### config.mk
export PLATFORM = sky130hd
export DESIGN_NAME = json_string_escape_encoder_core
export DESIGN_NICKNAME = d
export VERILOG_FILES = /design/src/rtl/jsee_pkg.sv /design/src/rtl/jsee_front.sv /design/src/rtl/jsee_queue.sv /design/src/rtl/jsee_back.sv /design/src/rtl/json_string_escape_encoder_core.sv
export SDC_FILE = /design/constraint.sdc
export NUM_CORES = 1
export LEC_CHECK = 0
export ABC_AREA = 1
export BUFFER_PORTS_ARGS = -buffer_cell sky130_fd_sc_hd__buf_2
export CAP_MARGIN = 20
export CORE_MARGIN = 1.5
export CORE_UTILIZATION = 56
export CTS_CLUSTER_DIAMETER = 150
export CTS_CLUSTER_SIZE = 14
export DETAILED_ROUTE_END_ITERATION = 6
export PLACE_DENSITY = 0.79
export SETUP_SLACK_MARGIN = 0.15
export SYNTH_ARGS = -nofsm -noshare
export SYNTH_HDL_FRONTEND = slang
export SYNTH_SLANG_ARGS = --single-unit
### constraint.sdc
create_clock -name aclk -period 4.2 [get_ports aclk]
set_input_delay 1.26 -clock aclk [delete_from_list [all_inputs] [get_ports aclk]]
set_output_delay 1.26 -clock aclk [all_outputs]
set_load 0.02 [all_outputs]
### src/rtl/jsee_pkg.sv
package jsee_pkg;

    // What the body of one input byte expands to.
    typedef enum logic [2:0] {
        KIND_NONE  = 3'd0,
        KIND_PLAIN = 3'd1,
        KIND_PAIR  = 3'd2,
        KIND_HEX   = 3'd3,
        KIND_HEX2  = 3'd4,
        KIND_BAD   = 3'd5
    } kind_t;

    localparam int unsigned NUM_SLOTS = 17;

    // Fixed output schedule of one job; unused slots are skipped.
    localparam logic [4:0] SLOT_PRE_BAD   = 5'd0;
    localparam logic [4:0] SLOT_OPEN      = 5'd1;
    localparam logic [4:0] SLOT_MID_BAD   = 5'd2;
    localparam logic [4:0] SLOT_BODY0     = 5'd3;
    localparam logic [4:0] SLOT_BODY1     = 5'd4;
    localparam logic [4:0] SLOT_HI_D3     = 5'd5;
    localparam logic [4:0] SLOT_HI_D2     = 5'd6;
    localparam logic [4:0] SLOT_HI_D1     = 5'd7;
    localparam logic [4:0] SLOT_HI_D0     = 5'd8;
    localparam logic [4:0] SLOT_LO_BSLASH = 5'd9;
    localparam logic [4:0] SLOT_LO_U      = 5'd10;
    localparam logic [4:0] SLOT_LO_D3     = 5'd11;
    localparam logic [4:0] SLOT_LO_D2     = 5'd12;
    localparam logic [4:0] SLOT_LO_D1     = 5'd13;
    localparam logic [4:0] SLOT_LO_D0     = 5'd14;
    localparam logic [4:0] SLOT_LAST_BAD  = 5'd15;
    localparam logic [4:0] SLOT_CLOSE     = 5'd16;

    localparam logic [7:0] CHAR_QUOTE  = 8'h22;
    localparam logic [7:0] CHAR_BSLASH = 8'h5C;
    localparam logic [7:0] CHAR_SLASH  = 8'h2F;
    localparam logic [7:0] CHAR_U      = 8'h75;
    localparam logic [7:0] CHAR_B      = 8'h62;
    localparam logic [7:0] CHAR_F      = 8'h66;
    localparam logic [7:0] CHAR_N      = 8'h6E;
    localparam logic [7:0] CHAR_R      = 8'h72;
    localparam logic [7:0] CHAR_T      = 8'h74;

    localparam logic [7:0] CTRL_BS  = 8'h08;
    localparam logic [7:0] CTRL_TAB = 8'h09;
    localparam logic [7:0] CTRL_LF  = 8'h0A;
    localparam logic [7:0] CTRL_FF  = 8'h0C;
    localparam logic [7:0] CTRL_CR  = 8'h0D;

    localparam logic [20:0] CP_BMP_END = 21'h010000;
    localparam logic [20:0] CP_MAX     = 21'h10FFFF;
    localparam logic [5:0]  SURR_HI    = 6'b110110;
    localparam logic [5:0]  SURR_LO    = 6'b110111;

    typedef struct packed {
        logic [NUM_SLOTS-1:0] slots;
        kind_t                kind;
        logic [15:0]          hi;
        logic [15:0]          lo;
    } job_t;

    function automatic logic [7:0] hex_char(input logic [3:0] nib);
        logic [7:0] ext;
        ext = {4'h0, nib};
        hex_char = (nib < 4'd10) ? 8'h30 + ext : 8'h37 + ext;
    endfunction

endpackage

### src/rtl/jsee_front.sv
module jsee_front (
    input  logic                aclk,
    input  logic                aresetn,
    input  logic                accept,
    input  logic [7:0]          in_byte,
    input  logic                first_of_string,
    input  logic                last_of_string,
    output logic                push,
    output jsee_pkg::job_t      job
);

    logic [20:0] partial_reg, partial_next;
    logic [1:0]  remain_reg, remain_next;

    logic [1:0]  rem_eff;
    logic        pre_bad, mid_bad, last_bad, cont;
    logic [20:0] pc_new;
    logic [19:0] pc_off;
    logic [20:0] part_mid;
    logic [1:0]  rem_mid;
    logic [7:0]  esc;
    jsee_pkg::kind_t kind;
    logic [15:0] hi, lo;
    logic [jsee_pkg::NUM_SLOTS-1:0] slots;

    always_comb begin
        rem_eff  = first_of_string ? 2'd0 : remain_reg;
        pre_bad  = first_of_string && (remain_reg != 2'd0);
        cont     = (rem_eff != 2'd0) && (in_byte[7:6] == 2'b10);
        pc_new   = {partial_reg[14:0], in_byte[5:0]};
        pc_off   = 20'(pc_new - jsee_pkg::CP_BMP_END);
        mid_bad  = 1'b0;
        kind     = jsee_pkg::KIND_NONE;
        hi       = 16'h0000;
        lo       = {jsee_pkg::SURR_LO, pc_off[9:0]};
        part_mid = 21'd0;
        rem_mid  = 2'd0;
        esc      = 8'h00;

        if (cont) begin
            rem_mid = rem_eff - 2'd1;
            if (rem_mid == 2'd0) begin
                if (pc_new < jsee_pkg::CP_BMP_END) begin
                    kind = jsee_pkg::KIND_HEX;
                    hi   = pc_new[15:0];
                end else if (pc_new <= jsee_pkg::CP_MAX) begin
                    kind = jsee_pkg::KIND_HEX2;
                    hi   = {jsee_pkg::SURR_HI, pc_off[19:10]};
                end else begin
                    kind = jsee_pkg::KIND_BAD;
                end
            end else begin
                part_mid = pc_new;
            end
        end else begin
            // A pending sequence cut short by a non-continuation byte.
            mid_bad = (rem_eff != 2'd0);
            if (!in_byte[7]) begin
                case (in_byte)
                    jsee_pkg::CHAR_BSLASH: esc = jsee_pkg::CHAR_BSLASH;
                    jsee_pkg::CHAR_QUOTE:  esc = jsee_pkg::CHAR_QUOTE;
                    jsee_pkg::CHAR_SLASH:  esc = jsee_pkg::CHAR_SLASH;
                    jsee_pkg::CTRL_BS:     esc = jsee_pkg::CHAR_B;
                    jsee_pkg::CTRL_FF:     esc = jsee_pkg::CHAR_F;
                    jsee_pkg::CTRL_LF:     esc = jsee_pkg::CHAR_N;
                    jsee_pkg::CTRL_CR:     esc = jsee_pkg::CHAR_R;
                    jsee_pkg::CTRL_TAB:    esc = jsee_pkg::CHAR_T;
                    default:               esc = 8'h00;
                endcase
                if (esc != 8'h00) begin
                    kind = jsee_pkg::KIND_PAIR;
                    hi   = {8'h00, esc};
                end else if (in_byte < 8'h20) begin
                    kind = jsee_pkg::KIND_HEX;
                    hi   = {8'h00, in_byte};
                end else begin
                    kind = jsee_pkg::KIND_PLAIN;
                    hi   = {8'h00, in_byte};
                end
            end else if (in_byte[7:5] == 3'b110) begin
                part_mid = {16'd0, in_byte[4:0]};
                rem_mid  = 2'd1;
            end else if (in_byte[7:4] == 4'b1110) begin
                part_mid = {17'd0, in_byte[3:0]};
                rem_mid  = 2'd2;
            end else if (in_byte[7:3] == 5'b11110) begin
                part_mid = {18'd0, in_byte[2:0]};
                rem_mid  = 2'd3;
            end else begin
                kind = jsee_pkg::KIND_BAD;
            end
        end

        last_bad     = last_of_string && (rem_mid != 2'd0);
        partial_next = last_of_string ? 21'd0 : part_mid;
        remain_next  = last_of_string ? 2'd0 : rem_mid;

        slots        = '0;
        slots[jsee_pkg::SLOT_PRE_BAD] = pre_bad;
        slots[jsee_pkg::SLOT_OPEN]    = first_of_string;
        slots[jsee_pkg::SLOT_MID_BAD] = mid_bad;
        slots[jsee_pkg::SLOT_BODY0]   = (kind != jsee_pkg::KIND_NONE);
        slots[jsee_pkg::SLOT_BODY1]   = (kind == jsee_pkg::KIND_PAIR) ||
                                        (kind == jsee_pkg::KIND_HEX) ||
                                        (kind == jsee_pkg::KIND_HEX2);
        slots[jsee_pkg::SLOT_HI_D0:jsee_pkg::SLOT_HI_D3] =
            ((kind == jsee_pkg::KIND_HEX) || (kind == jsee_pkg::KIND_HEX2)) ? 4'hF : 4'h0;
        slots[jsee_pkg::SLOT_LO_D0:jsee_pkg::SLOT_LO_BSLASH] =
            (kind == jsee_pkg::KIND_HEX2) ? 6'h3F : 6'h00;
        slots[jsee_pkg::SLOT_LAST_BAD] = last_bad;
        slots[jsee_pkg::SLOT_CLOSE]    = last_of_string;

        job.slots = slots;
        job.kind  = kind;
        job.hi    = hi;
        job.lo    = lo;
        push      = accept && (slots != '0);
    end

    always_ff @(posedge aclk) begin
        if (!aresetn) begin
            partial_reg <= 21'd0;
            remain_reg  <= 2'd0;
        end else if (accept) begin
            partial_reg <= partial_next;
            remain_reg  <= remain_next;
        end
    end

    // A string end always leaves the decoder with nothing pending.
    a_clear_at_end: assert property (@(posedge aclk) disable iff (!aresetn)
        (accept && last_of_string) |=> (remain_reg == 2'd0 && partial_reg == 21'd0))
        else $error("decoder state not cleared at string end");

endmodule

### src/rtl/jsee_queue.sv
module jsee_queue (
    input  logic                aclk,
    input  logic                aresetn,
    input  logic                push,
    input  jsee_pkg::job_t      push_job,
    output logic                ready,
    output logic                pop_valid,
    input  logic                pop_ready,
    output jsee_pkg::job_t      pop_job
);

    jsee_pkg::job_t entry_reg [2];
    logic       wr_ptr_reg, wr_ptr_next;
    logic       rd_ptr_reg, rd_ptr_next;
    logic [1:0] count_reg, count_next;
    logic       pop;

    always_comb begin
        ready       = (count_reg != 2'd2);
        pop_valid   = (count_reg != 2'd0);
        pop_job     = entry_reg[rd_ptr_reg];
        pop         = pop_valid && pop_ready;
        wr_ptr_next = push ? ~wr_ptr_reg : wr_ptr_reg;
        rd_ptr_next = pop ? ~rd_ptr_reg : rd_ptr_reg;
        count_next  = count_reg + {1'b0, push} - {1'b0, pop};
    end

    always_ff @(posedge aclk) begin
        if (!aresetn) begin
            wr_ptr_reg <= 1'b0;
            rd_ptr_reg <= 1'b0;
            count_reg  <= 2'd0;
        end else begin
            wr_ptr_reg <= wr_ptr_next;
            rd_ptr_reg <= rd_ptr_next;
            count_reg  <= count_next;
        end
    end

    always_ff @(posedge aclk) begin
        if (push) begin
            entry_reg[wr_ptr_reg] <= push_job;
        end
    end

    a_no_overflow: assert property (@(posedge aclk) disable iff (!aresetn)
        (count_reg == 2'd2) |-> !push)
        else $error("job queue written while full");

endmodule

### src/rtl/jsee_back.sv
module jsee_back (
    input  logic                aclk,
    input  logic                aresetn,
    input  logic                job_valid,
    output logic                job_ready,
    input  jsee_pkg::job_t      job,
    output logic                out_valid,
    input  logic                out_ready,
    output logic [7:0]          out_byte,
    output logic                out_last,
    output logic                out_bad
);

    logic           cur_valid_reg, cur_valid_next;
    jsee_pkg::job_t cur_reg, cur_next;
    logic           out_valid_reg, out_valid_next;
    logic [7:0]     out_byte_reg, out_byte_next;
    logic           out_last_reg, out_last_next;
    logic           out_bad_reg, out_bad_next;

    logic [jsee_pkg::NUM_SLOTS-1:0] rest;
    logic [4:0]  idx;
    logic        emit, done, load;
    logic [7:0]  sel_byte;
    logic        sel_bad;

    always_comb begin
        idx = '0;
        for (int i = jsee_pkg::NUM_SLOTS - 1; i >= 0; i--) begin
            if (cur_reg.slots[i]) begin
                idx = 5'(i);
            end
        end
        rest = cur_reg.slots & (cur_reg.slots - 1'b1);

        sel_bad  = 1'b0;
        sel_byte = 8'h00;
        case (idx)
            jsee_pkg::SLOT_PRE_BAD,
            jsee_pkg::SLOT_MID_BAD,
            jsee_pkg::SLOT_LAST_BAD: sel_bad = 1'b1;
            jsee_pkg::SLOT_OPEN,
            jsee_pkg::SLOT_CLOSE:    sel_byte = jsee_pkg::CHAR_QUOTE;
            jsee_pkg::SLOT_BODY0: begin
                if (cur_reg.kind == jsee_pkg::KIND_PLAIN) begin
                    sel_byte = cur_reg.hi[7:0];
                end else if (cur_reg.kind == jsee_pkg::KIND_BAD) begin
                    sel_bad = 1'b1;
                end else begin
                    sel_byte = jsee_pkg::CHAR_BSLASH;
                end
            end
            jsee_pkg::SLOT_BODY1: begin
                sel_byte = (cur_reg.kind == jsee_pkg::KIND_PAIR) ? cur_reg.hi[7:0]
                                                                 : jsee_pkg::CHAR_U;
            end
            jsee_pkg::SLOT_HI_D3:     sel_byte = jsee_pkg::hex_char(cur_reg.hi[15:12]);
            jsee_pkg::SLOT_HI_D2:     sel_byte = jsee_pkg::hex_char(cur_reg.hi[11:8]);
            jsee_pkg::SLOT_HI_D1:     sel_byte = jsee_pkg::hex_char(cur_reg.hi[7:4]);
            jsee_pkg::SLOT_HI_D0:     sel_byte = jsee_pkg::hex_char(cur_reg.hi[3:0]);
            jsee_pkg::SLOT_LO_BSLASH: sel_byte = jsee_pkg::CHAR_BSLASH;
            jsee_pkg::SLOT_LO_U:      sel_byte = jsee_pkg::CHAR_U;
            jsee_pkg::SLOT_LO_D3:     sel_byte = jsee_pkg::hex_char(cur_reg.lo[15:12]);
            jsee_pkg::SLOT_LO_D2:     sel_byte = jsee_pkg::hex_char(cur_reg.lo[11:8]);
            jsee_pkg::SLOT_LO_D1:     sel_byte = jsee_pkg::hex_char(cur_reg.lo[7:4]);
            jsee_pkg::SLOT_LO_D0:     sel_byte = jsee_pkg::hex_char(cur_reg.lo[3:0]);
            default:                  sel_byte = 8'h00;
        endcase

        // The output register takes a byte from the current job whenever it is empty or being drained.
        emit      = cur_valid_reg && (!out_valid_reg || out_ready);
        done      = emit && (rest == '0);
        job_ready = !cur_valid_reg || done;
        load      = job_ready && job_valid;

        cur_valid_next = load ? 1'b1 : (done ? 1'b0 : cur_valid_reg);
        cur_next       = cur_reg;
        if (load) begin
            cur_next = job;
        end else if (emit) begin
            cur_next.slots = rest;
        end

        out_valid_next = emit ? 1'b1 : (out_ready ? 1'b0 : out_valid_reg);
        out_byte_next  = emit ? sel_byte : out_byte_reg;
        out_last_next  = emit ? (rest == '0) : out_last_reg;
        out_bad_next   = emit ? sel_bad : out_bad_reg;

        out_valid = out_valid_reg;
        out_byte  = out_byte_reg;
        out_last  = out_last_reg;
        out_bad   = out_bad_reg;
    end

    always_ff @(posedge aclk) begin
        if (!aresetn) begin
            cur_valid_reg <= 1'b0;
            out_valid_reg <= 1'b0;
        end else begin
            cur_valid_reg <= cur_valid_next;
            out_valid_reg <= out_valid_next;
        end
    end

    always_ff @(posedge aclk) begin
        cur_reg      <= cur_next;
        out_byte_reg <= out_byte_next;
        out_last_reg <= out_last_next;
        out_bad_reg  <= out_bad_next;
    end

    a_job_has_work: assert property (@(posedge aclk) disable iff (!aresetn)
        cur_valid_reg |-> (cur_reg.slots != '0))
        else $error("active job has no output left");

    a_bad_is_empty: assert property (@(posedge aclk) disable iff (!aresetn)
        (out_valid_reg && out_bad_reg) |-> (out_byte_reg == 8'h00))
        else $error("error marker carries a data byte");

endmodule

### src/rtl/json_string_escape_encoder_core.sv
// Channel   Direction  tdata                tuser              tlast
// s_axis    in         [7:0] in_byte        first_of_string    last_of_string
// m_axis    out        [7:0] out_byte       bad_sequence       run_end
//
// The front decodes one input byte per cycle while s_tready is high, queuing a job
// (two entries) for each byte that yields output (0 to 13 bytes). The back drains
// one output byte per cycle from the current job while m_tready is high.
// Bytes that yield one output byte flow at one per cycle while m_tready is high.
// Reset is synchronous; no clearing pass is needed after it.
// m_tready low stalls the back, and s_tready falls only once the queue is full.
module json_string_escape_encoder_core (
    input  logic       aclk,
    input  logic       aresetn,
    input  logic       s_tvalid,
    output logic       s_tready,
    input  logic [7:0] s_tdata,   // [7:0] in_byte
    input  logic       s_tuser,   // [0] first_of_string
    input  logic       s_tlast,
    output logic       m_tvalid,
    input  logic       m_tready,
    output logic [7:0] m_tdata,   // [7:0] out_byte
    output logic       m_tuser,   // [0] bad_sequence
    output logic       m_tlast
);

    logic           accept;
    logic           push;
    jsee_pkg::job_t push_job;
    logic           q_valid, q_ready;
    jsee_pkg::job_t q_job;

    assign accept = s_tvalid && s_tready;

    jsee_front u_front (
        .aclk            (aclk),
        .aresetn         (aresetn),
        .accept          (accept),
        .in_byte         (s_tdata),
        .first_of_string (s_tuser),
        .last_of_string  (s_tlast),
        .push            (push),
        .job             (push_job)
    );

    jsee_queue u_queue (
        .aclk      (aclk),
        .aresetn   (aresetn),
        .push      (push),
        .push_job  (push_job),
        .ready     (s_tready),
        .pop_valid (q_valid),
        .pop_ready (q_ready),
        .pop_job   (q_job)
    );

    jsee_back u_back (
        .aclk      (aclk),
        .aresetn   (aresetn),
        .job_valid (q_valid),
        .job_ready (q_ready),
        .job       (q_job),
        .out_valid (m_tvalid),
        .out_ready (m_tready),
        .out_byte  (m_tdata),
        .out_last  (m_tlast),
        .out_bad   (m_tuser)
    );

endmodule
==> metrics.md <==
| Metric | Value |
|---|---|
| Crit path time final | 3400 ps |
| Element type at the critical path start | input pin |
| Internal cell power | 0.00363 W |
| Total wire length | 16.5 mm |
| Status | finished clean |
| Final Setup Violations | 0 |
| LEAKAGE | 3.56 nW |
| Rel. slew slack | 31.8% |
| Sw Share | 36.4% |
| Synth Area in Adders | 1.92% |
| Yosys Warn Count | 0 |
| Crit path required time | 4430 ps |
| Placed insts | 1017 |
| Initial antenna violation count | 0 |
| TritonCTS buffer count | 17 |
| Mapped Area | 0.00781 sq mm |
| Worst skew pair latency | 430 ps |
| Final hold slack | 463 ps |
| Sequential share of the synthesized area | 56.9% |
| F_max | 295 MHz |
| Psw | 0.00208 W |
| Vias after detailed routing | 5821 |
| IO Pins | 26 |
| # diodes | 0 |
| TritonCTS clock tree | done |
| Global placer's final weighted congestion | 0.922 |
| Cell accounting for the most synthesized area | edfxtp_1 |
| Setup CP Type | in2reg |
| Largest family of logic cells by synthesized area | simple AND/OR/NAND/NOR gates |
| Post-cts repair resize count | 0 |
| Max reg flops | 76 |
| Crit. End Element | flop |
| Vias in the first global route | 5406 |
| Proportion of synthesized area in mux cells | 4.31% |
| XOR/XNOR share of the synthesized area | 1.35% |
| Synth area leaders | edfxtp_1, nand2_1, dfxtp_1, inv_1, nor2_1 |
| Worst-path fanout max | 8 |
| 1st-iter DRT viols | 506 |
| Die Height | 121 um |
| Floorplan die width | 121 um |
| Final Skew | 9.19 ps |
| Count of different cell masters after synthesis | 46 |
| Die area | 0.0147 sq mm |
| CTS Buffer Depth | 2 |
| Clk slew on worst S/H paths | 70 ps |
| Hpwl dp | 12.0 mm |
| Reg power frac | 43.7% |
| Post-CTS Setup Repair Bufs | 0 |
| NumNets Final | 888 |
| Sinks on the clock net | 156 |
| Worst-Margin Slew | 1020 ps |
| Avg Cell Area, Syn | 9.46 sq um |
| Yosys reg bits | 156 |
| Power per Cell Area | 655 mW/mm^2 |
| Final hold violation count | 0 |
| Tot GR Track Use | 24.1% |
| Final Total Pwr | 0.00571 W |
| Core Util, Final | 64.9% |
| Post-Synth Simple-Gate Area | 20.4% |
| TNS Setup | 0 ps |
| Global route total overflow | 0 |
| Share of the synthesized area in the top cell type | 50.7% |
| Compound-Gate Fraction of Synth Area | 8.41% |
| Peak VDD IR | 0.300 mV |
| WL/cell | 15.7 um |
| HP Class | reg2reg |
| Area grow syn2layout | 11.7% |
| Combinational power share | 31.2% |
| Post-route ant nets | 0 |
| R2R cell count | 13 |
| Syn nets | 852 |
| Initial core utilization | 58.1% |
| Layout cells sized above 1 | 12.5% |
| First-pass DRT Iterations | 5 |
| RSZ-0062 raised after global routing | no |
| Htree depth | 4 |
| Fin cells | 1051 |
| Post-CTS Hold Buffers | 0 |
| Largest net degree at the start of global routing | 47 |
| CP Data Arrival Time | 3620 ps |
| DRC violations left | 0 |
| Vias/cell | 5.54 |
| Clock power share | 25.1% |
| Root buf cell | clkbuf_16 |
| Core ar. | 0.0135 sq mm |
| Post-Synthesis Cells | 826 |
| Slew Limit Fails | 0 |
| Hold depth | 1 |
| MaxCap Viol Count | 0 |
| PortBufs | 25 |
| Site Rows | 42 |
| First-pass GRT wire length | 26.7 mm |
| Final Cycle Share | 80.8% |
## layout make-up
type,count,area (sq um)
inverters,122,459
flip-flops and latches,156,4450
clock inverters,10,91.3
fillers,1087,4730
multi-input cells,534,2860
well taps,176,220
repair buffers,31,195
clock buffers,22,454
## worst paths after layout
check | to | slack (ps) | startpoint
min | u_queue.rd_ptr_reg$_SDFFE_PN0P_ | 460 | u_queue.rd_ptr_reg$_SDFFE_PN0P_
max | u_queue.entry_reg[1][10]$_DFFE_PP_ | 800 | s_tuser
max reg2reg | u_back.cur_reg[34]$_DFFE_PP_ | 1250 | u_back.cur_reg[35]$_SDFFCE_PN0P_
min reg2reg | u_queue.rd_ptr_reg$_SDFFE_PN0P_ | 460 | u_queue.rd_ptr_reg$_SDFFE_PN0P_
## layer usage
layer / GRT usage (%) / routed length (um) / up-vias
met2: 39.2 / 7740 / 209
met3: 5.26 / 979 / 42
met5: 0 / 0 / -
met4: 10.1 / 469 / 0
met1: 31.3 / 7320 / 2692
li1: - / - / 2878
## power groups by stage
| stage | Sequential [W] | Combinational (W) | Clock [W] |
|---|---|---|---|
| 2_1_floorplan | 0.00246 | 0.00134 | 0 |
| 3_3_place_gp | 0.00251 | 0.00171 | 0 |
| 3_5_place_dp | 0.00253 | 0.00176 | 0 |
| 4_1_cts | 0.00250 | 0.00177 | 0.00145 |
| 5_1_grt | 0.00255 | 0.00201 | 0.00151 |
| 6_report | 0.00250 | 0.00178 | 0.00144 |
## through the flow
step | worst slack (ps) | cell area [sq um]
5_1_grt | 564 | 8720
3_5_place_dp | 275 | 8140
2_1_floorplan | 519 | 7820
6_report | 805 | 8720
4_1_cts | 685 | 8680
3_3_place_gp | 379 | 8140
## Yosys cell counts, drive strengths merged
library cell,instances
xor2,11
a22oi,1
xnor2,1
nand4,18
edfxtp,132
nand2,166
o21a,1
o211ai,12
mux2,29
a31oi,2
nor2,110
and3,1
o2111ai,3
nor3,20
dfxtp,24
clkinv,2
nand3,50
o221ai,4
a21oi,35
o21ai,46
a211oi,4
ha,12
mux2i,1
clkbuf,7
buf,7
o31ai,1
inv,120
a21boi,2
nor4,3
nor3b,1
## worst max-delay path, cell delays in order
cell	delay [ps]
buf_2	130
nor2_1	190
inv_1	70
ha_1	220
nor3_1	260
inv_1	160
nor2_1	190
inv_1	160
nor2_1	310
inv_1	150
nand2_1	150
inv_1	90
o221ai_1	260
## logic make-up (layout without fill, tap and decap cells)
group,after synthesis,after routing
AO/OA/AOI/OAI,111,111
XOR/XNOR,12,12
adder cells (fa/ha/maj),12,12
buffers and inverters,136,185
flip-flops,156,156
multiplexers,30,30
AND/OR/NAND/NOR,369,369
## cells in the final DEF, fill, tap and decap left out, drive strengths merged, types with 6 or more instances in the layout
cell type,netlist,layout
nand2,166,166
edfxtp,132,132
inv,120,122
nor2,110,110
nand3,50,50
o21ai,46,46
a21oi,35,35
buf,7,31
mux2,29,29
dfxtp,24,24
clkbuf,7,22
nor3,20,20
nand4,18,18
ha,12,12
o211ai,12,12
xor2,11,11
clkinv,2,6
Power figures use the tool's default switching activity.
